[src/pfbc_pkg.sv]
// Package for the page framebuffer blit/clear block: request codes, command
// format between the front and back parts, and back-end state encoding.
// Depends on nothing; every other file of the block imports it.
`timescale 1ns / 1ps

package pfbc_pkg;

    // Default geometry of the store.
    localparam int DEF_MAX_WIDTH  = 128;
    localparam int DEF_MAX_HEIGHT = 64;

    // Rows held by one byte of a page.
    localparam int PAGE_ROWS = 8;

    // Command fields are sized for the largest supported geometry:
    // up to 256 columns and up to 64 pages.
    localparam int COL_BITS  = 8;
    localparam int PAGE_BITS = 6;

    // Width used for bounds arithmetic on the request fields.
    localparam int BND_BITS = 10;

    // Depth of the command queue between front and back.
    localparam int QUEUE_DEPTH = 2;

    // Field widths of the streams.
    localparam int S_TDATA_BITS = 56;
    localparam int M_TDATA_BITS = 8;
    localparam int CFG_IDX_BITS = 2;
    localparam int CFG_DATA_BITS = 8;

    // Request codes carried in s_tuser.
    localparam logic [1:0] REQ_MERGE = 2'd0;
    localparam logic [1:0] REQ_CLEAR = 2'd1;
    localparam logic [1:0] REQ_READ  = 2'd2;

    // Configuration register indexes.
    localparam logic [CFG_IDX_BITS-1:0] CFG_WIDTH  = 2'd0;
    localparam logic [CFG_IDX_BITS-1:0] CFG_HEIGHT = 2'd1;

    // Status codes of a result.
    localparam logic STAT_DONE   = 1'b0;
    localparam logic STAT_REJECT = 1'b1;

    typedef enum logic [2:0] {
        OP_REJECT,
        OP_DONE,
        OP_READ,
        OP_MERGE,
        OP_CLEAR
    } op_t;

    // One classified request, ready for the back part.
    typedef struct packed {
        op_t                  op;
        logic [PAGE_BITS-1:0] page_first;
        logic [PAGE_BITS-1:0] page_last;
        logic [COL_BITS-1:0]  col_first;
        logic [COL_BITS-1:0]  col_last;
        logic [7:0]           set0;
        logic [7:0]           set1;
        logic                 spill;
        logic [7:0]           mask_top;
        logic [7:0]           mask_bot;
    } cmd_t;

    // Status reported by the back part to the front part.
    typedef struct packed {
        logic init_busy;
    } back_status_t;

    typedef enum logic [2:0] {
        ST_INIT,
        ST_IDLE,
        ST_RD,
        ST_WR,
        ST_RESP
    } back_state_t;

endpackage

[src/pfbc_queue.sv]
// Short command queue between the front and back parts.
// Depends on pfbc_pkg for the command type and the depth.
`timescale 1ns / 1ps

module pfbc_queue
    import pfbc_pkg::*;
(
    input  logic aclk,
    input  logic aresetn,
    input  logic push,
    input  cmd_t push_cmd,
    output logic full,
    input  logic pop,
    output logic nonempty,
    output cmd_t head_cmd
);

    localparam int PTR_BITS = (QUEUE_DEPTH > 1) ? $clog2(QUEUE_DEPTH) : 1;
    localparam int CNT_BITS = $clog2(QUEUE_DEPTH + 1);

    cmd_t                entry_reg [QUEUE_DEPTH];
    logic [PTR_BITS-1:0] wr_ptr_reg, rd_ptr_reg;
    logic [CNT_BITS-1:0] count_reg;

    assign full     = (count_reg == CNT_BITS'(QUEUE_DEPTH));
    assign nonempty = (count_reg != '0);
    assign head_cmd = entry_reg[rd_ptr_reg];

    // Entries carry no reset.
    always_ff @(posedge aclk) begin
        if (push) begin
            entry_reg[wr_ptr_reg] <= push_cmd;
        end
    end

    // Pointers and fill count.
    always_ff @(posedge aclk) begin
        if (!aresetn) begin
            wr_ptr_reg <= '0;
            rd_ptr_reg <= '0;
            count_reg  <= '0;
        end else begin
            if (push) begin
                wr_ptr_reg <= (wr_ptr_reg == PTR_BITS'(QUEUE_DEPTH - 1)) ? '0 :
                              wr_ptr_reg + PTR_BITS'(1);
            end
            if (pop) begin
                rd_ptr_reg <= (rd_ptr_reg == PTR_BITS'(QUEUE_DEPTH - 1)) ? '0 :
                              rd_ptr_reg + PTR_BITS'(1);
            end
            case ({push, pop})
                2'b10:   count_reg <= count_reg + CNT_BITS'(1);
                2'b01:   count_reg <= count_reg - CNT_BITS'(1);
                default: ;
            endcase
        end
    end

endmodule

[config.mk]
export PLATFORM = sky130hd
export DESIGN_NAME = pfbc_queue
export DESIGN_NICKNAME = d
export VERILOG_FILES = /design/src/pfbc_pkg.sv /design/src/pfbc_queue.sv
export SDC_FILE = /design/constraint.sdc
export NUM_CORES = 1
export LEC_CHECK = 0
export BUFFER_PORTS_ARGS = -buffer_cell sky130_fd_sc_hd__buf_2
export CORE_MARGIN = 3
export CORE_UTILIZATION = 47
export DETAILED_ROUTE_END_ITERATION = 8
export PLACE_DENSITY = 0.83
export SLEW_MARGIN = 20
export SYNTH_ARGS = -nofsm -noshare
export SYNTH_HDL_FRONTEND = slang
export SYNTH_SLANG_ARGS = --single-unit
export TNS_END_PERCENT = 50
[constraint.sdc]
create_clock -name aclk -period 3.46 [get_ports aclk]
set_input_delay 0.346 -clock aclk [delete_from_list [all_inputs] [get_ports aclk]]
set_output_delay 0.346 -clock aclk [all_outputs]
set_load 0.1 [all_outputs]
Word-level counts from Yosys, hierarchy flattened
Memories as Yosys holds them, arrays and structs flattened. A register that Yosys moved wholly into a read port is not among the register bits.
Cells that the tools add are included.
- flip-flop bits (word level): 4
- bits in writable memories: 128
- input port bits: 68
- output and inout port bits: 66
- logic and storage cells: 20
- memories kept: 1
- memories (name ; depth ; width ; rd ports ; clocked after Yosys merged registers in ; wr ports ; RTL line ; text):
    entry_reg ; 2 ; 64 ; 1 ; 1 ; 1 ; pfbc_queue.sv:21 ; cmd_t entry_reg [QUEUE_DEPTH];
- add/sub/neg operators: 4
- eq/ne operators: 3
- mux-type cells: 7
- reductions and logical operators: 2
- operators with widths (cell ; count):
    two-way mux 1 bit ; 6
    equality test 2 bit, second input constant ; 2
    one-hot mux 2 bit (2 select lines) ; 1
    nonzero test 2 bit ; 2
    adder 1 bit, second input constant ; 2
    adder 2 x 1 -> 2 bit, second input constant ; 1
    equality test 2 x 1 -> 1 bit, second input constant ; 1
    subtractor 2 x 1 -> 2 bit, second input constant ; 1

Logic depth before layout (Yosys ltp)
- word-level depth: 4
- mapped depth: 5
- mapped depth without buffers: 5

Worst setup path after synthesis
Ideal clock, no wire load.
- path kind: in2reg
- from: input push
- to: memory entry_reg[0][0] in the netlist's numbering (enable)
- setup time: 0.489 ns
- arrival time: 3.119 ns
- data required time: 2.971 ns
- setup slack: -0.149 ns
- stages: 2
- buffers on the path: 0
- path through: inv_1 -> nor2_1
- longest elaborated chain between the ends: 2
- RTL lines (element ; RTL line ; text):
    from (decl) ; pfbc_queue.sv:10 ; input logic push,
    two-way mux 1 bit ; pfbc_queue.sv:31 ; if (push) begin
    two-way mux 1 bit (implied by the code) ; pfbc_queue.sv:32 ; entry_reg[wr_ptr_reg] <= push_cmd;
    to (decl) ; pfbc_queue.sv:21 ;
No other way between the ends.

==> metrics.txt <==
# TYPE chip_impl_metric gauge
chip_impl_info{name="status",value="finished, final reports clean"} 1
chip_impl_metric{name="synth_seq_area_share",unit=""} 0.816
chip_impl_metric{name="yosysTopAreaCellShare",unit=""} 0.795
chip_impl_info{name="prevailing_post_synth_register_cell",value="edfxtp_1"} 1
chip_impl_metric{name="worst_setup_hold_path_clk_slew",unit="ns"} 0.06
chip_impl_metric{name="avgSynthCellArea",unit="um2"} 21.9
chip_impl_metric{name="timing.reg2reg.setup_slack",unit="ns"} 1.75
chip_impl_metric{name="final.period_utilization",unit=""} 0.776
chip_impl_info{name="routed.top_layer",value="met4"} 1
chip_impl_metric{name="power.combinational.fraction",unit=""} 0.208
chip_impl_info{name="worst_r2r_startpoint",value="wr_ptr_reg"} 1
chip_impl_metric{name="floorplan.die.height",unit="um"} 107
chip_impl_metric{name="finalInstanceArea",unit="um2"} 6240
chip_impl_info{name="min_from",value="push_cmd[32]"} 1
chip_impl_metric{name="fmax",unit="MHz"} 373
chip_impl_metric{name="port-buffer-count",unit=""} 133
chip_impl_metric{name="detailed_place_hpwl",unit="um"} 5490
chip_impl_metric{name="async_flop_share",unit=""} 0
chip_impl_metric{name="total_area_of_multi_input_combinational_cells",unit="um2"} 845
chip_impl_metric{name="edff_count_synth",unit=""} 128
chip_impl_metric{name="gp_congestion",unit=""} 0.690
chip_impl_metric{name="grt_antenna_before_repair",unit=""} 0
chip_impl_metric{name="yosysWarnings",unit=""} 0
chip_impl_metric{name="register_area",unit="um2"} 3950
chip_impl_metric{name="report.power.total",unit="mW"} 4.33
chip_impl_metric{name="fin_worst_skew",unit="ns"} 0.00556
chip_impl_metric{name="avgViaCountPerCell",unit=""} 4.77
chip_impl_metric{name="clock_sink_total",unit=""} 133
chip_impl_metric{name="n_antenna_cell",unit=""} 0
chip_impl_metric{name="clock_buffer_depth",unit=""} 2
chip_impl_metric{name="required",unit="ns"} 3.11
chip_impl_metric{name="final_util",unit=""} 0.633
chip_impl_info{name="synth_area_leader_cell",value="edfxtp_1"} 1
chip_impl_metric{name="power.static_leakage",unit="nW"} 2.36
chip_impl_metric{name="finish.net_count",unit=""} 442
chip_impl_metric{name="num_rows",unit=""} 36
chip_impl_info{name="crit_path_start_kind",value="register"} 1
chip_impl_metric{name="cts_inserted_buffers",unit=""} 17
chip_impl_metric{name="avgRoutedWirePerCell",unit="um"} 16.0
chip_impl_metric{name="final_max_slew_viol_count",unit=""} 0
chip_impl_metric{name="met1_length",unit="um"} 3240
chip_impl_info{name="synthTopCellsByCount",value="edfxtp_1, mux2_2, buf_4, dfxtp_1, and2_1"} 1
chip_impl_info{name="holdCritPathClass",value="in2reg"} 1
chip_impl_info{name="rsz_0062_raised_after_global_routing",value="no"} 1
chip_impl_metric{name="powerDensity",unit="nW/um2"} 694
chip_impl_info{name="kind_of_end_point_of_the_critical_path",value="primary output"} 1
chip_impl_metric{name="hold_violations",unit=""} 0
chip_impl_metric{name="dr_wl_met2",unit="um"} 4390
chip_impl_metric{name="drive_gt1_frac",unit=""} 0.598
chip_impl_metric{name="antenna_violating_nets_post_route",unit=""} 0
chip_impl_metric{name="largest_reg_flops",unit=""} 128
chip_impl_metric{name="drt_pre_antenna_iters",unit=""} 4
chip_impl_metric{name="ys_types",unit=""} 18
chip_impl_metric{name="floorplan.die.width",unit="um"} 107
chip_impl_metric{name="switching_share",unit=""} 0.311
chip_impl_metric{name="ir_worst_vdd",unit="mV"} 0.352
chip_impl_metric{name="grt.overflow.total",unit=""} 0
chip_impl_info{name="tritoncts",value="built"} 1
chip_impl_metric{name="power.share.sequential",unit=""} 0.438
chip_impl_metric{name="drt-total-wl",unit="um"} 8330
chip_impl_metric{name="share_clk_of_total_power",unit=""} 0.354
chip_impl_info{name="clock_tree.root_cell",value="clkbuf_8"} 1
chip_impl_metric{name="cellInternalPower",unit="mW"} 2.98
chip_impl_metric{name="grt_pass1_wl",unit="um"} 12800
chip_impl_metric{name="layout-area-overhead-vs-synth",unit="%"} 29.1
chip_impl_metric{name="setup_viol_count_final",unit=""} 0
chip_impl_metric{name="drt_first_iter_violations",unit=""} 66
chip_impl_metric{name="cts.htree.levels",unit=""} 4
chip_impl_metric{name="placedInstanceArea",unit="um2"} 5690
chip_impl_metric{name="netSwitchingPower",unit="mW"} 1.35
chip_impl_metric{name="final_layout_setup_total_negative_slack",unit="ns"} 0
chip_impl_metric{name="final_period_minus_worst_setup_slack",unit="ns"} 2.68
chip_impl_metric{name="cp.arrival",unit="ns"} 2.34
chip_impl_metric{name="grt_max_degree",unit=""} 41
chip_impl_info{name="post-synth-top-count-cell",value="edfxtp_1"} 1
chip_impl_metric{name="cap_viol_max_count",unit=""} 0
chip_impl_info{name="ys_top_cells_by_area",value="edfxtp_1, mux2_2, dfxtp_1"} 1
chip_impl_info{name="critical_path_class",value="reg2out"} 1
chip_impl_metric{name="boundaryPins",unit=""} 134
chip_impl_metric{name="fill_cell_count",unit=""} 728
chip_impl_metric{name="first_global_vias",unit=""} 2729
chip_impl_metric{name="initial_utilization",unit=""} 0.490
chip_impl_metric{name="mapped_area",unit="um2"} 4830
chip_impl_metric{name="met3_length",unit="um"} 591
chip_impl_metric{name="tightestPinTransition",unit="ns"} 0.927
chip_impl_metric{name="worst-path-max-fanout",unit=""} 33
chip_impl_metric{name="area_of_the_die",unit="um2"} 11500
chip_impl_metric{name="synth_nets",unit=""} 290
chip_impl_metric{name="max_slew_margin",unit=""} 0.380
chip_impl_metric{name="clock_latency",unit="ns"} 0.50
chip_impl_metric{name="coreArea",unit="um2"} 9860
chip_impl_metric{name="ys_seq_elements",unit=""} 133
chip_impl_metric{name="global_route.usage.total",unit=""} 0.149
chip_impl_metric{name="dr_total_vias",unit=""} 2477
chip_impl_metric{name="netlist_instances",unit=""} 221
chip_impl_metric{name="drc",unit=""} 0
## stage by stage
stage / hold slack, ns / std cells / setup WS, ns
2_1_floorplan: 0.445 / 221 / 0.973
3_3_place_gp: 0.474 / 483 / 1.27
3_5_place_dp: 0.520 / 483 / 1.27
4_1_cts: 0.00407 / 515 / 0.719
5_1_grt: 0.000250 / 519 / 0.631
6_report: 0.0308 / 519 / 0.776
## per-layer routing
metal | track usage | vias to the layer above
met3 | 0.0612 | 13
met1 | 0.168 | 1198
met4 | 0.0532 | 0
met2 | 0.256 | 90
li1 | - | 1176
met5 | 0 | -
## layout by cell type (no fill, tap or decap)
master / Yosys / layout
or3_1: 1 / 1
clkbuf_1: 0 / 4
buf_12: 0 / 3
nor2b_1: 1 / 1
dlygate4sd3_1: 0 / 4
edfxtp_1: 128 / 128
clkinvlp_4: 0 / 2
inv_1: 1 / 1
dfxtp_1: 5 / 4
and2_2: 0 / 1
buf_2: 1 / 133
clkinv_1: 0 / 2
o21ai_0: 1 / 1
a21boi_1: 1 / 1
and2b_2: 1 / 1
ha_1: 1 / 1
nor2_4: 0 / 1
clkbuf_8: 0 / 1
xnor2_1: 2 / 2
clkinv_2: 0 / 5
clkinv_4: 0 / 1
o21a_1: 1 / 1
or2_2: 1 / 1
xor2_1: 1 / 1
dfxtp_2: 0 / 1
clkbuf_16: 0 / 16
and2_1: 4 / 3
bufinv_16: 0 / 1
mux2_2: 64 / 64
## critical path, stage by stage (launching register included)
cell,delay [ns]
dfxtp_2,0.86
buf_12,0.30
mux2_2,0.37
buf_2,0.29
## repair_timing
item                                    4_1_cts  5_1_grt
gates resized for setup                       0        0
endpoints found under the setup margin        0        0
buffers inserted                              0        0
hold buffers                                  0        4
endpoints found under the hold margin         0        8
## path summary, 6_finish.rpt
| path | to | depth (start not counted) |
|---|---|---|
| max | head_cmd[47] | 3 |
| min | entry_reg[0][32] | 1 |
| max reg2reg | entry_reg[0][54] | 2 |
| min reg2reg | count_reg[1] | 2 |
## power by group through the flow
stage	Combinational (mW)	Clock [mW]	Sequential, mW
global route	0.933	1.65	1.91
CTS	0.906	1.57	1.90
floorplan	0.772	0	1.91
global placement	0.897	0	1.93
detailed placement	0.903	0	1.93
finish	0.902	1.53	1.90
## final cells by class
type | instances | area share
Clock buffer | 21 | 0.0688
Clock inverter | 11 | 0.0138
Inverter | 1 | 0.000601
Multi-Input combinational cell | 80 | 0.135
Sequential cell | 133 | 0.632
Tap cell | 133 | 0.0267
Timing Repair Buffer | 140 | 0.123
## kinds of logic after synthesis
logic type | after synthesis | share of synthesized area
xor gates and xnor gates | 3 | 0.00544
DFF | 133 | 0.816
AOI/OAI and AO/OA | 3 | 0.00414
adders and majority gates | 1 | 0.00259
buffers and inverters | 8 | 0.0111
and+or+nand+nor | 9 | 0.0117
muxes | 64 | 0.149
(Power assumes the default switching activity.)
