**config.mk**
```make
export PLATFORM = sky130hd
export DESIGN_NAME = pfbc_front
export DESIGN_NICKNAME = d
export VERILOG_FILES = /design/src/pfbc_pkg.sv /design/src/pfbc_front.sv
export SDC_FILE = /design/constraint.sdc
export NUM_CORES = 1
export LEC_CHECK = 0
export ABC_AREA = 1
export BUFFER_PORTS_ARGS = -buffer_cell sky130_fd_sc_hd__clkbuf_2
export CORE_MARGIN = 2
export CORE_UTILIZATION = 52
export DETAILED_ROUTE_END_ITERATION = 7
export PLACE_DENSITY = 0.83
export REMOVE_ABC_BUFFERS = 1
export SYNTH_ARGS = -nofsm -noshare
export SYNTH_HDL_FRONTEND = slang
export SYNTH_SLANG_ARGS = --single-unit
```
**constraint.sdc**
```tcl
create_clock -name aclk -period 4.3 [get_ports aclk]
set_input_delay 0.86 -clock aclk [delete_from_list [all_inputs] [get_ports aclk]]
set_output_delay 0.86 -clock aclk [all_outputs]
set_load 0.005 [all_outputs]
```
**src/pfbc_pkg.sv**
```systemverilog
// Package for the page framebuffer blit/clear block: request codes, command
// format between the front and back parts, and back-end state encoding.
// Depends on nothing; every other file of the block imports it.
`timescale 1ns / 1ps

package pfbc_pkg;

    // Default geometry of the store.
    localparam int DEF_MAX_WIDTH  = 128;
    localparam int DEF_MAX_HEIGHT = 64;

    // Rows held by one byte of a page.
    localparam int PAGE_ROWS = 8;

    // Command fields are sized for the largest supported geometry:
    // up to 256 columns and up to 64 pages.
    localparam int COL_BITS  = 8;
    localparam int PAGE_BITS = 6;

    // Width used for bounds arithmetic on the request fields.
    localparam int BND_BITS = 10;

    // Depth of the command queue between front and back.
    localparam int QUEUE_DEPTH = 2;

    // Field widths of the streams.
    localparam int S_TDATA_BITS = 56;
    localparam int M_TDATA_BITS = 8;
    localparam int CFG_IDX_BITS = 2;
    localparam int CFG_DATA_BITS = 8;

    // Request codes carried in s_tuser.
    localparam logic [1:0] REQ_MERGE = 2'd0;
    localparam logic [1:0] REQ_CLEAR = 2'd1;
    localparam logic [1:0] REQ_READ  = 2'd2;

    // Configuration register indexes.
    localparam logic [CFG_IDX_BITS-1:0] CFG_WIDTH  = 2'd0;
    localparam logic [CFG_IDX_BITS-1:0] CFG_HEIGHT = 2'd1;

    // Status codes of a result.
    localparam logic STAT_DONE   = 1'b0;
    localparam logic STAT_REJECT = 1'b1;

    typedef enum logic [2:0] {
        OP_REJECT,
        OP_DONE,
        OP_READ,
        OP_MERGE,
        OP_CLEAR
    } op_t;

    // One classified request, ready for the back part.
    typedef struct packed {
        op_t                  op;
        logic [PAGE_BITS-1:0] page_first;
        logic [PAGE_BITS-1:0] page_last;
        logic [COL_BITS-1:0]  col_first;
        logic [COL_BITS-1:0]  col_last;
        logic [7:0]           set0;
        logic [7:0]           set1;
        logic                 spill;
        logic [7:0]           mask_top;
        logic [7:0]           mask_bot;
    } cmd_t;

    // Status reported by the back part to the front part.
    typedef struct packed {
        logic init_busy;
    } back_status_t;

    typedef enum logic [2:0] {
        ST_INIT,
        ST_IDLE,
        ST_RD,
        ST_WR,
        ST_RESP
    } back_state_t;

endpackage

```
**src/pfbc_front.sv**
```systemverilog
// Front part: accepts requests, holds the configuration registers and turns
// each request into a command for the back part.
// Depends on pfbc_pkg.
`timescale 1ns / 1ps

module pfbc_front
    import pfbc_pkg::*;
#(
    parameter int MAX_WIDTH  = DEF_MAX_WIDTH,
    parameter int MAX_HEIGHT = DEF_MAX_HEIGHT
) (
    input  logic                     aclk,
    input  logic                     aresetn,
    input  logic                     s_tvalid,
    output logic                     s_tready,
    input  logic [S_TDATA_BITS-1:0]  s_tdata,
    input  logic [1:0]               s_tuser,
    input  logic                     cfg_valid,
    output logic                     cfg_ready,
    input  logic [CFG_IDX_BITS-1:0]  cfg_index,
    input  logic [CFG_DATA_BITS-1:0] cfg_data,
    input  back_status_t             back_status,
    input  logic                     q_full,
    output logic                     q_push,
    output cmd_t                     q_cmd
);

    logic [7:0] width_reg;
    logic [6:0] height_reg;

    logic [BND_BITS-1:0] x, y, w, h, col, pg, ew, eh, xw, yh, yh1, dpage, last_pg;
    logic [7:0]  b;
    logic [2:0]  shift;
    logic [15:0] shifted;
    logic        in_bounds;
    logic [2:0]  bot_row;

    // Configuration writes are always taken.
    assign cfg_ready = 1'b1;

    always_ff @(posedge aclk) begin
        if (!aresetn) begin
            width_reg  <= 8'd128;
            height_reg <= 7'd64;
        end else if (cfg_valid) begin
            case (cfg_index)
                CFG_WIDTH:  width_reg  <= cfg_data;
                CFG_HEIGHT: height_reg <= cfg_data[6:0];
                default: ;
            endcase
        end
    end

    // Unpack the request fields.
    assign x     = BND_BITS'(s_tdata[7:0]);
    assign y     = BND_BITS'(s_tdata[14:8]);
    assign w     = BND_BITS'(s_tdata[22:15]);
    assign h     = BND_BITS'(s_tdata[29:23]);
    assign col   = BND_BITS'(s_tdata[36:30]);
    assign pg    = BND_BITS'(s_tdata[40:37]);
    assign b     = s_tdata[48:41];

    // Effective geometry and bounds.
    assign ew = (BND_BITS'(width_reg) > BND_BITS'(MAX_WIDTH)) ?
                BND_BITS'(MAX_WIDTH) : BND_BITS'(width_reg);
    assign eh = (BND_BITS'(height_reg) > BND_BITS'(MAX_HEIGHT)) ?
                BND_BITS'(MAX_HEIGHT) : BND_BITS'(height_reg);
    assign last_pg   = eh >> 3;
    assign xw        = x + w;
    assign yh        = y + h;
    assign yh1       = yh - BND_BITS'(1);
    assign in_bounds = (xw <= ew) && (yh <= eh);
    assign shift     = y[2:0];
    assign shifted   = {8'd0, b} << shift;
    assign dpage     = (y >> 3) + pg;
    assign bot_row   = yh1[2:0];

    // Classify the request into a command.
    always_comb begin
        q_cmd            = '0;
        q_cmd.op         = OP_REJECT;
        q_cmd.set0       = shifted[7:0];
        q_cmd.set1       = shifted[15:8];
        q_cmd.mask_top   = 8'hFF << shift;
        q_cmd.mask_bot   = 8'hFF >> (3'd7 - bot_row);
        case (s_tuser)
            REQ_MERGE: begin
                if (in_bounds && (col < w) && (pg <= (h >> 3))) begin
                    q_cmd.op = OP_MERGE;
                end
                q_cmd.page_first = dpage[PAGE_BITS-1:0];
                q_cmd.page_last  = dpage[PAGE_BITS-1:0];
                q_cmd.col_first  = COL_BITS'(x + col);
                q_cmd.col_last   = COL_BITS'(x + col);
                q_cmd.spill      = (shift != 3'd0) && ((dpage + BND_BITS'(1)) <= last_pg);
            end
            REQ_CLEAR: begin
                if (in_bounds) begin
                    q_cmd.op = ((w == '0) || (h == '0)) ? OP_DONE : OP_CLEAR;
                end
                q_cmd.page_first = PAGE_BITS'(y >> 3);
                q_cmd.page_last  = PAGE_BITS'(yh1 >> 3);
                q_cmd.col_first  = COL_BITS'(x);
                q_cmd.col_last   = COL_BITS'(xw - BND_BITS'(1));
            end
            REQ_READ: begin
                if ((col < ew) && (pg <= last_pg)) begin
                    q_cmd.op = OP_READ;
                end
                q_cmd.page_first = PAGE_BITS'(pg);
                q_cmd.page_last  = PAGE_BITS'(pg);
                q_cmd.col_first  = COL_BITS'(col);
                q_cmd.col_last   = COL_BITS'(col);
            end
            default: ;
        endcase
    end

    // A request is taken while the queue has room and the store is ready.
    assign s_tready = !q_full && !back_status.init_busy;
    assign q_push   = s_tvalid && s_tready;

endmodule

```
* Yosys cells after proc, flatten, opt, wreduce, memory -nomap -nowiden
Index checks and enable logic that the tools add are counted.
Storage, ports and cells: bits in registers 15, bits in latches 0, bits in writable memories 0, ROM bits 0, input port bits 74, output and inout port bits 67, word-level logic and storage cells 50, memories 0
Cells by class: add/sub/neg operators 8, multiply operators 0, divide/modulo/power cells 0, order comparisons 9, equality and inequality tests 3, shift operators 3, mux-type cells 8, bitwise logic cells 0, reductions and logical operators 17
Operator list (count):
- 31-bit case mux with 3 select lines | 1
- 10-bit zero test | 2
- 7-bit by 8-bit < comparator with 1-bit output | 2
- 8-bit by 3-bit << shifter with 16-bit output | 1
- 8-bit by 8-bit adder with 9-bit output | 1
- 9-bit by 8-bit less-or-equal comparator with 1-bit output | 1
- 8-bit by 1-bit subtractor with 9-bit output (second input constant) | 1
- 7-bit by 7-bit adder with 8-bit output | 1
- 8-bit by 7-bit adder with 8-bit output | 1
- 8-bit > comparator (second input constant) | 1
- 4-bit less-or-equal comparator | 2
- 8-bit by 7-bit less-or-equal comparator with 1-bit output | 1
- 8-bit 2-to-1 mux | 1
- 8-bit by 3-bit << shifter with 8-bit output (first input constant) | 1
- 8-bit by 3-bit right shift with 8-bit output (first input constant) | 1
- 8-bit by 1-bit subtractor with 8-bit output (second input constant) | 1
- 7-bit > comparator (second input constant) | 1
- 1-bit logical AND | 7
- 7-bit 2-to-1 mux | 1
- 5-bit by 1-bit adder with 6-bit output (second input constant) | 1
- 6-bit by 4-bit less-or-equal comparator with 1-bit output | 1
- 3-bit 2-to-1 mux | 2
- 4-bit by 4-bit adder with 5-bit output | 1
- 2-bit by 1-bit equality test with 1-bit output (second input constant) | 2
- other kinds (9) | 13

* Longest topological paths before layout
depth in word-level cells 8, gate-level depth with buffers 22, gate-level depth less buffers 22

* Worst setup path after synthesis
No wires, ideal clock.
kind input-to-output, start input s_tdata[8], end output q_cmd[62] (netlist bit), data arrival time 2828 ps, data required time 3440 ps, path slack 612 ps, stages on the path 18, buffers on the path 0, cells stage by stage ha_1 -> fa_1 -> nand3_1 -> nand3_1 -> xor2_1 -> inv_1 -> ha_1 -> nand2_1 -> inv_1 -> nand2_1 -> nand2_1 -> nand2_1 -> nand2_1 -> nand2_1 -> nand2_1 -> nor2_1 -> nand2_1 -> nand2_1
RTL lines:
- start, declared | RTL line pfbc_front.sv:16 | input logic [S_TDATA_BITS-1:0] s_tdata,
- end, declared | RTL line pfbc_front.sv:25 | output cmd_t q_cmd

==> reports/metrics.cfg <==
[status]
status = finished, final reports clean

[grt]
grt_max_degree = 19
track_usage_pct = 27.2
grt_pass1_wl_mm = 18.9
antenna_found_initial = 0
grt_pass1_vias = 4347
grt_overflow_total = 0

[detailed_routing]
met2_length_mm = 5.57
topRoutingLayerUsed = met4
wirelength_mm = 11.5
wl_per_cell_um = 13.2
wl_met1_mm = 4.89
met3WireLength_um = 820
vias_per_cell = 5.37
via_count = 4691
dr.pass1.iters = 5
antenna_left = 0
first_iter_violations = 255
remaining_drc_errors = 0

[logic_synthesis]
syn-cell-area_um2 = 3860
muxShareOfSynthArea_pct = 1.04
synth_area_leader_cell = ha_1
synth-edff-count = 0
synth-xor-area-share_pct = 3.89
synthAdderAreaFrac_pct = 25.1
yosys.area_share.simple_pct = 36.1
syn_inst = 644
ys_warn_count = 0
ys_async_sr_fraction_pct = 0
yosys.area.top_type_share_pct = 23.0
ys_top_cells_by_area = ha_1, nand2_1, inv_1
synth-compound-area-share_pct = 14.3
synth_top_family_by_area = simple AND/OR/NAND/NOR gates
ys_ff_latch = 15
synth_flop_cell = dfxtp_1
yosys.cell_types.count = 49
ys_seq_area_share_pct = 7.78
syn_avg_cell_area_um2 = 5.99

[power_and_ir_drop]
power_density_nw_per_um2 = 194
ir_drop_mv = 0.228
power.leakage_nw = 2.78

[setup_path]
crit_arrival_ns = 3.28
timing.rr.start = height_reg[6]
start_kind = primary input
crit_slowest_cell = fa_2
crit_top_cell = nand2_1
reg2reg_depth = 2
required_ns = 3.44
rrSetupSlack_ns = 3.51
crit_path_max_incr_delay_ns = 0.36
crit_type = in -> out
cp-endpoint = q_cmd[63]
cp_top_family = simple AND/OR/NAND/NOR gates
r2r-end = height_reg[6]
crit_buf_inv = 4
path_max_fanout = 3
startpoint = s_tdata[23]
path_cells = clkbuf_2 -> ha_2 -> fa_2 -> nand3_1 -> nand3_2 -> xor2_2 -> inv_2 -> ha_1 -> nand2_1 -> inv_1 -> nand2_1 -> nand2_1 -> nand2_1 -> nand2_1 -> nand2_2 -> nand4_1 -> nor2_2 -> clkbuf_2
crit_path_end_kind = output pin
crit_cells = 18

[place]
port_buffers = 128
gp_congestion = 0.981
hpwl_mm = 9.87
pre_cts_slack_ns = 0.0105

[cells_and_area]
utilization_pct = 65.5
multiInputGateArea_um2 = 3180
layout_common_cells = nand2_1, clkbuf_2, inv_1, ha_1, nor2_1
final_common_cell = nand2_1
drive_gt1_share_pct = 21.5
largest_register_ffs = 8
register_area_um2 = 300
area_growth_pct = 22.4
fill_cells = 687
nNetsFinal = 925
insertedDiodeCount = 0

[job]
max-cap-violations = 0

[cts]
clkLatencyLatePin_ns = 0.25
cts.reportedPaths.clkPinSlew_ns = 0.06
root_buffer = clkbuf_8
cts_max_level = 1
cts_tree = done
cts_max_path_buffers = 2
numCtsBuffers = 3
cts_sinks = 15

[floorplan]
pin_count = 141
die-width_um = 90.1
initial_core_util_pct = 53.5
num_rows = 31
core_area_um2 = 7210
die_y_um = 90.1
dieArea_um2 = 8130

[timing]
maxSlewViolCount = 0
worst_pin_slew_ns = 0.723
relSlewSlack_pct = 51.5
timing.fmax_mhz = 242
period_needed_ns = 4.14
rsz0062_at_grt = false
fin_skew_ns = 0
setup_violations = 0
period_share_pct = 96.2
setup_ws_ns = 0.164
setup_tns_ns = 0
hold_viol_final = 0

[worst_hold_path]
min-delay-path-class = reg -> reg

-- kinds of logic (layout without fill, tap and decap cells) --
| group | count (synthesis) | after routing |
|---|---|---|
| adder cells (fa/ha/maj) | 75 | 75 |
| AND/OR/NAND/NOR | 326 | 326 |
| other | 2 | 5 |
| buffers and inverters | 112 | 240 |
| AO/OA/AOI/OAI | 95 | 95 |
| flip-flops | 15 | 15 |
| XOR/XNOR | 15 | 15 |
| multiplexers | 4 | 4 |
-- power breakdown --
group	internal (mW)	leakage, nW	switching [mW]
Sequential	0.146	0.123	0.00536
Clock	0.0658	0.0228	0.0486
Combinational	0.265	2.63	0.384
Total	0.477	2.78	0.438
-- tightest hold or removal path: stages (launching register included) --
cell     delay [ns]
dfxtp_1        0.31
inv_1          0.06
a21oi_1        0.05
-- routing by layer --
layer / GRT usage (%) / vias to the layer above
met1: 34.3 / 2106
met2: 48.5 / 185
met5: 0 / -
li1: - / 2379
met3: 2.77 / 21
met4: 8.59 / 0
-- cell usage after synthesis (all sizes together) (4+ instances only) --
| cell type | number |
|---|---|
| nand2 | 180 |
| inv | 99 |
| ha | 71 |
| nor2 | 69 |
| nand3 | 50 |
| o21ai | 34 |
| a21oi | 33 |
| dfxtp | 15 |
| nand4 | 14 |
| xor2 | 13 |
| buf | 9 |
| o211ai | 8 |
| fa | 4 |
| mux2i | 4 |
| nor3 | 4 |
-- final cells by class --
type                            count  share of cell area (%)
Sequential cell                    15                    6.36
Timing Repair Buffer              136                    14.8
Inverter                          100                    7.95
Multi-Input combinational cell    520                    67.3
Tap cell                           99                    2.62
Clock buffer                        4                   0.954
-- timing repair --
item,CTS,global route
setup buffers,0,1
setup endpoints to repair,0,3
resized for setup,0,14
hold buffers,0,0
-- stage by stage --
step / std cells / cell area (um^2) / hold slack (ns) / power (mW)
after CTS: 873 / 4660 / 0.474 / 0.896
after global routing: 874 / 4720 / 0.538 / 1.01
final: 874 / 4720 / 0.472 / 0.915
after detailed placement: 869 / 4610 / 0.466 / 0.778
after floorplan: 635 / 3800 / 0.444 / 0.555
after global placement: 869 / 4610 / 0.462 / 0.753
-- how the worst min path moves through the flow --
stage | startpoint | endpoint | cells past startpoint
2_1_floorplan | width_reg[0] | width_reg[0] | 2
3_3_place_gp | width_reg[0] | width_reg[0] | 2
3_5_place_dp | width_reg[0] | width_reg[0] | 2
4_1_cts | width_reg[0] | width_reg[0] | 2
5_1_grt | width_reg[0] | width_reg[0] | 2
6_report | width_reg[0] | width_reg[0] | 2
Note: power is estimated with default switching activity, not from simulation.
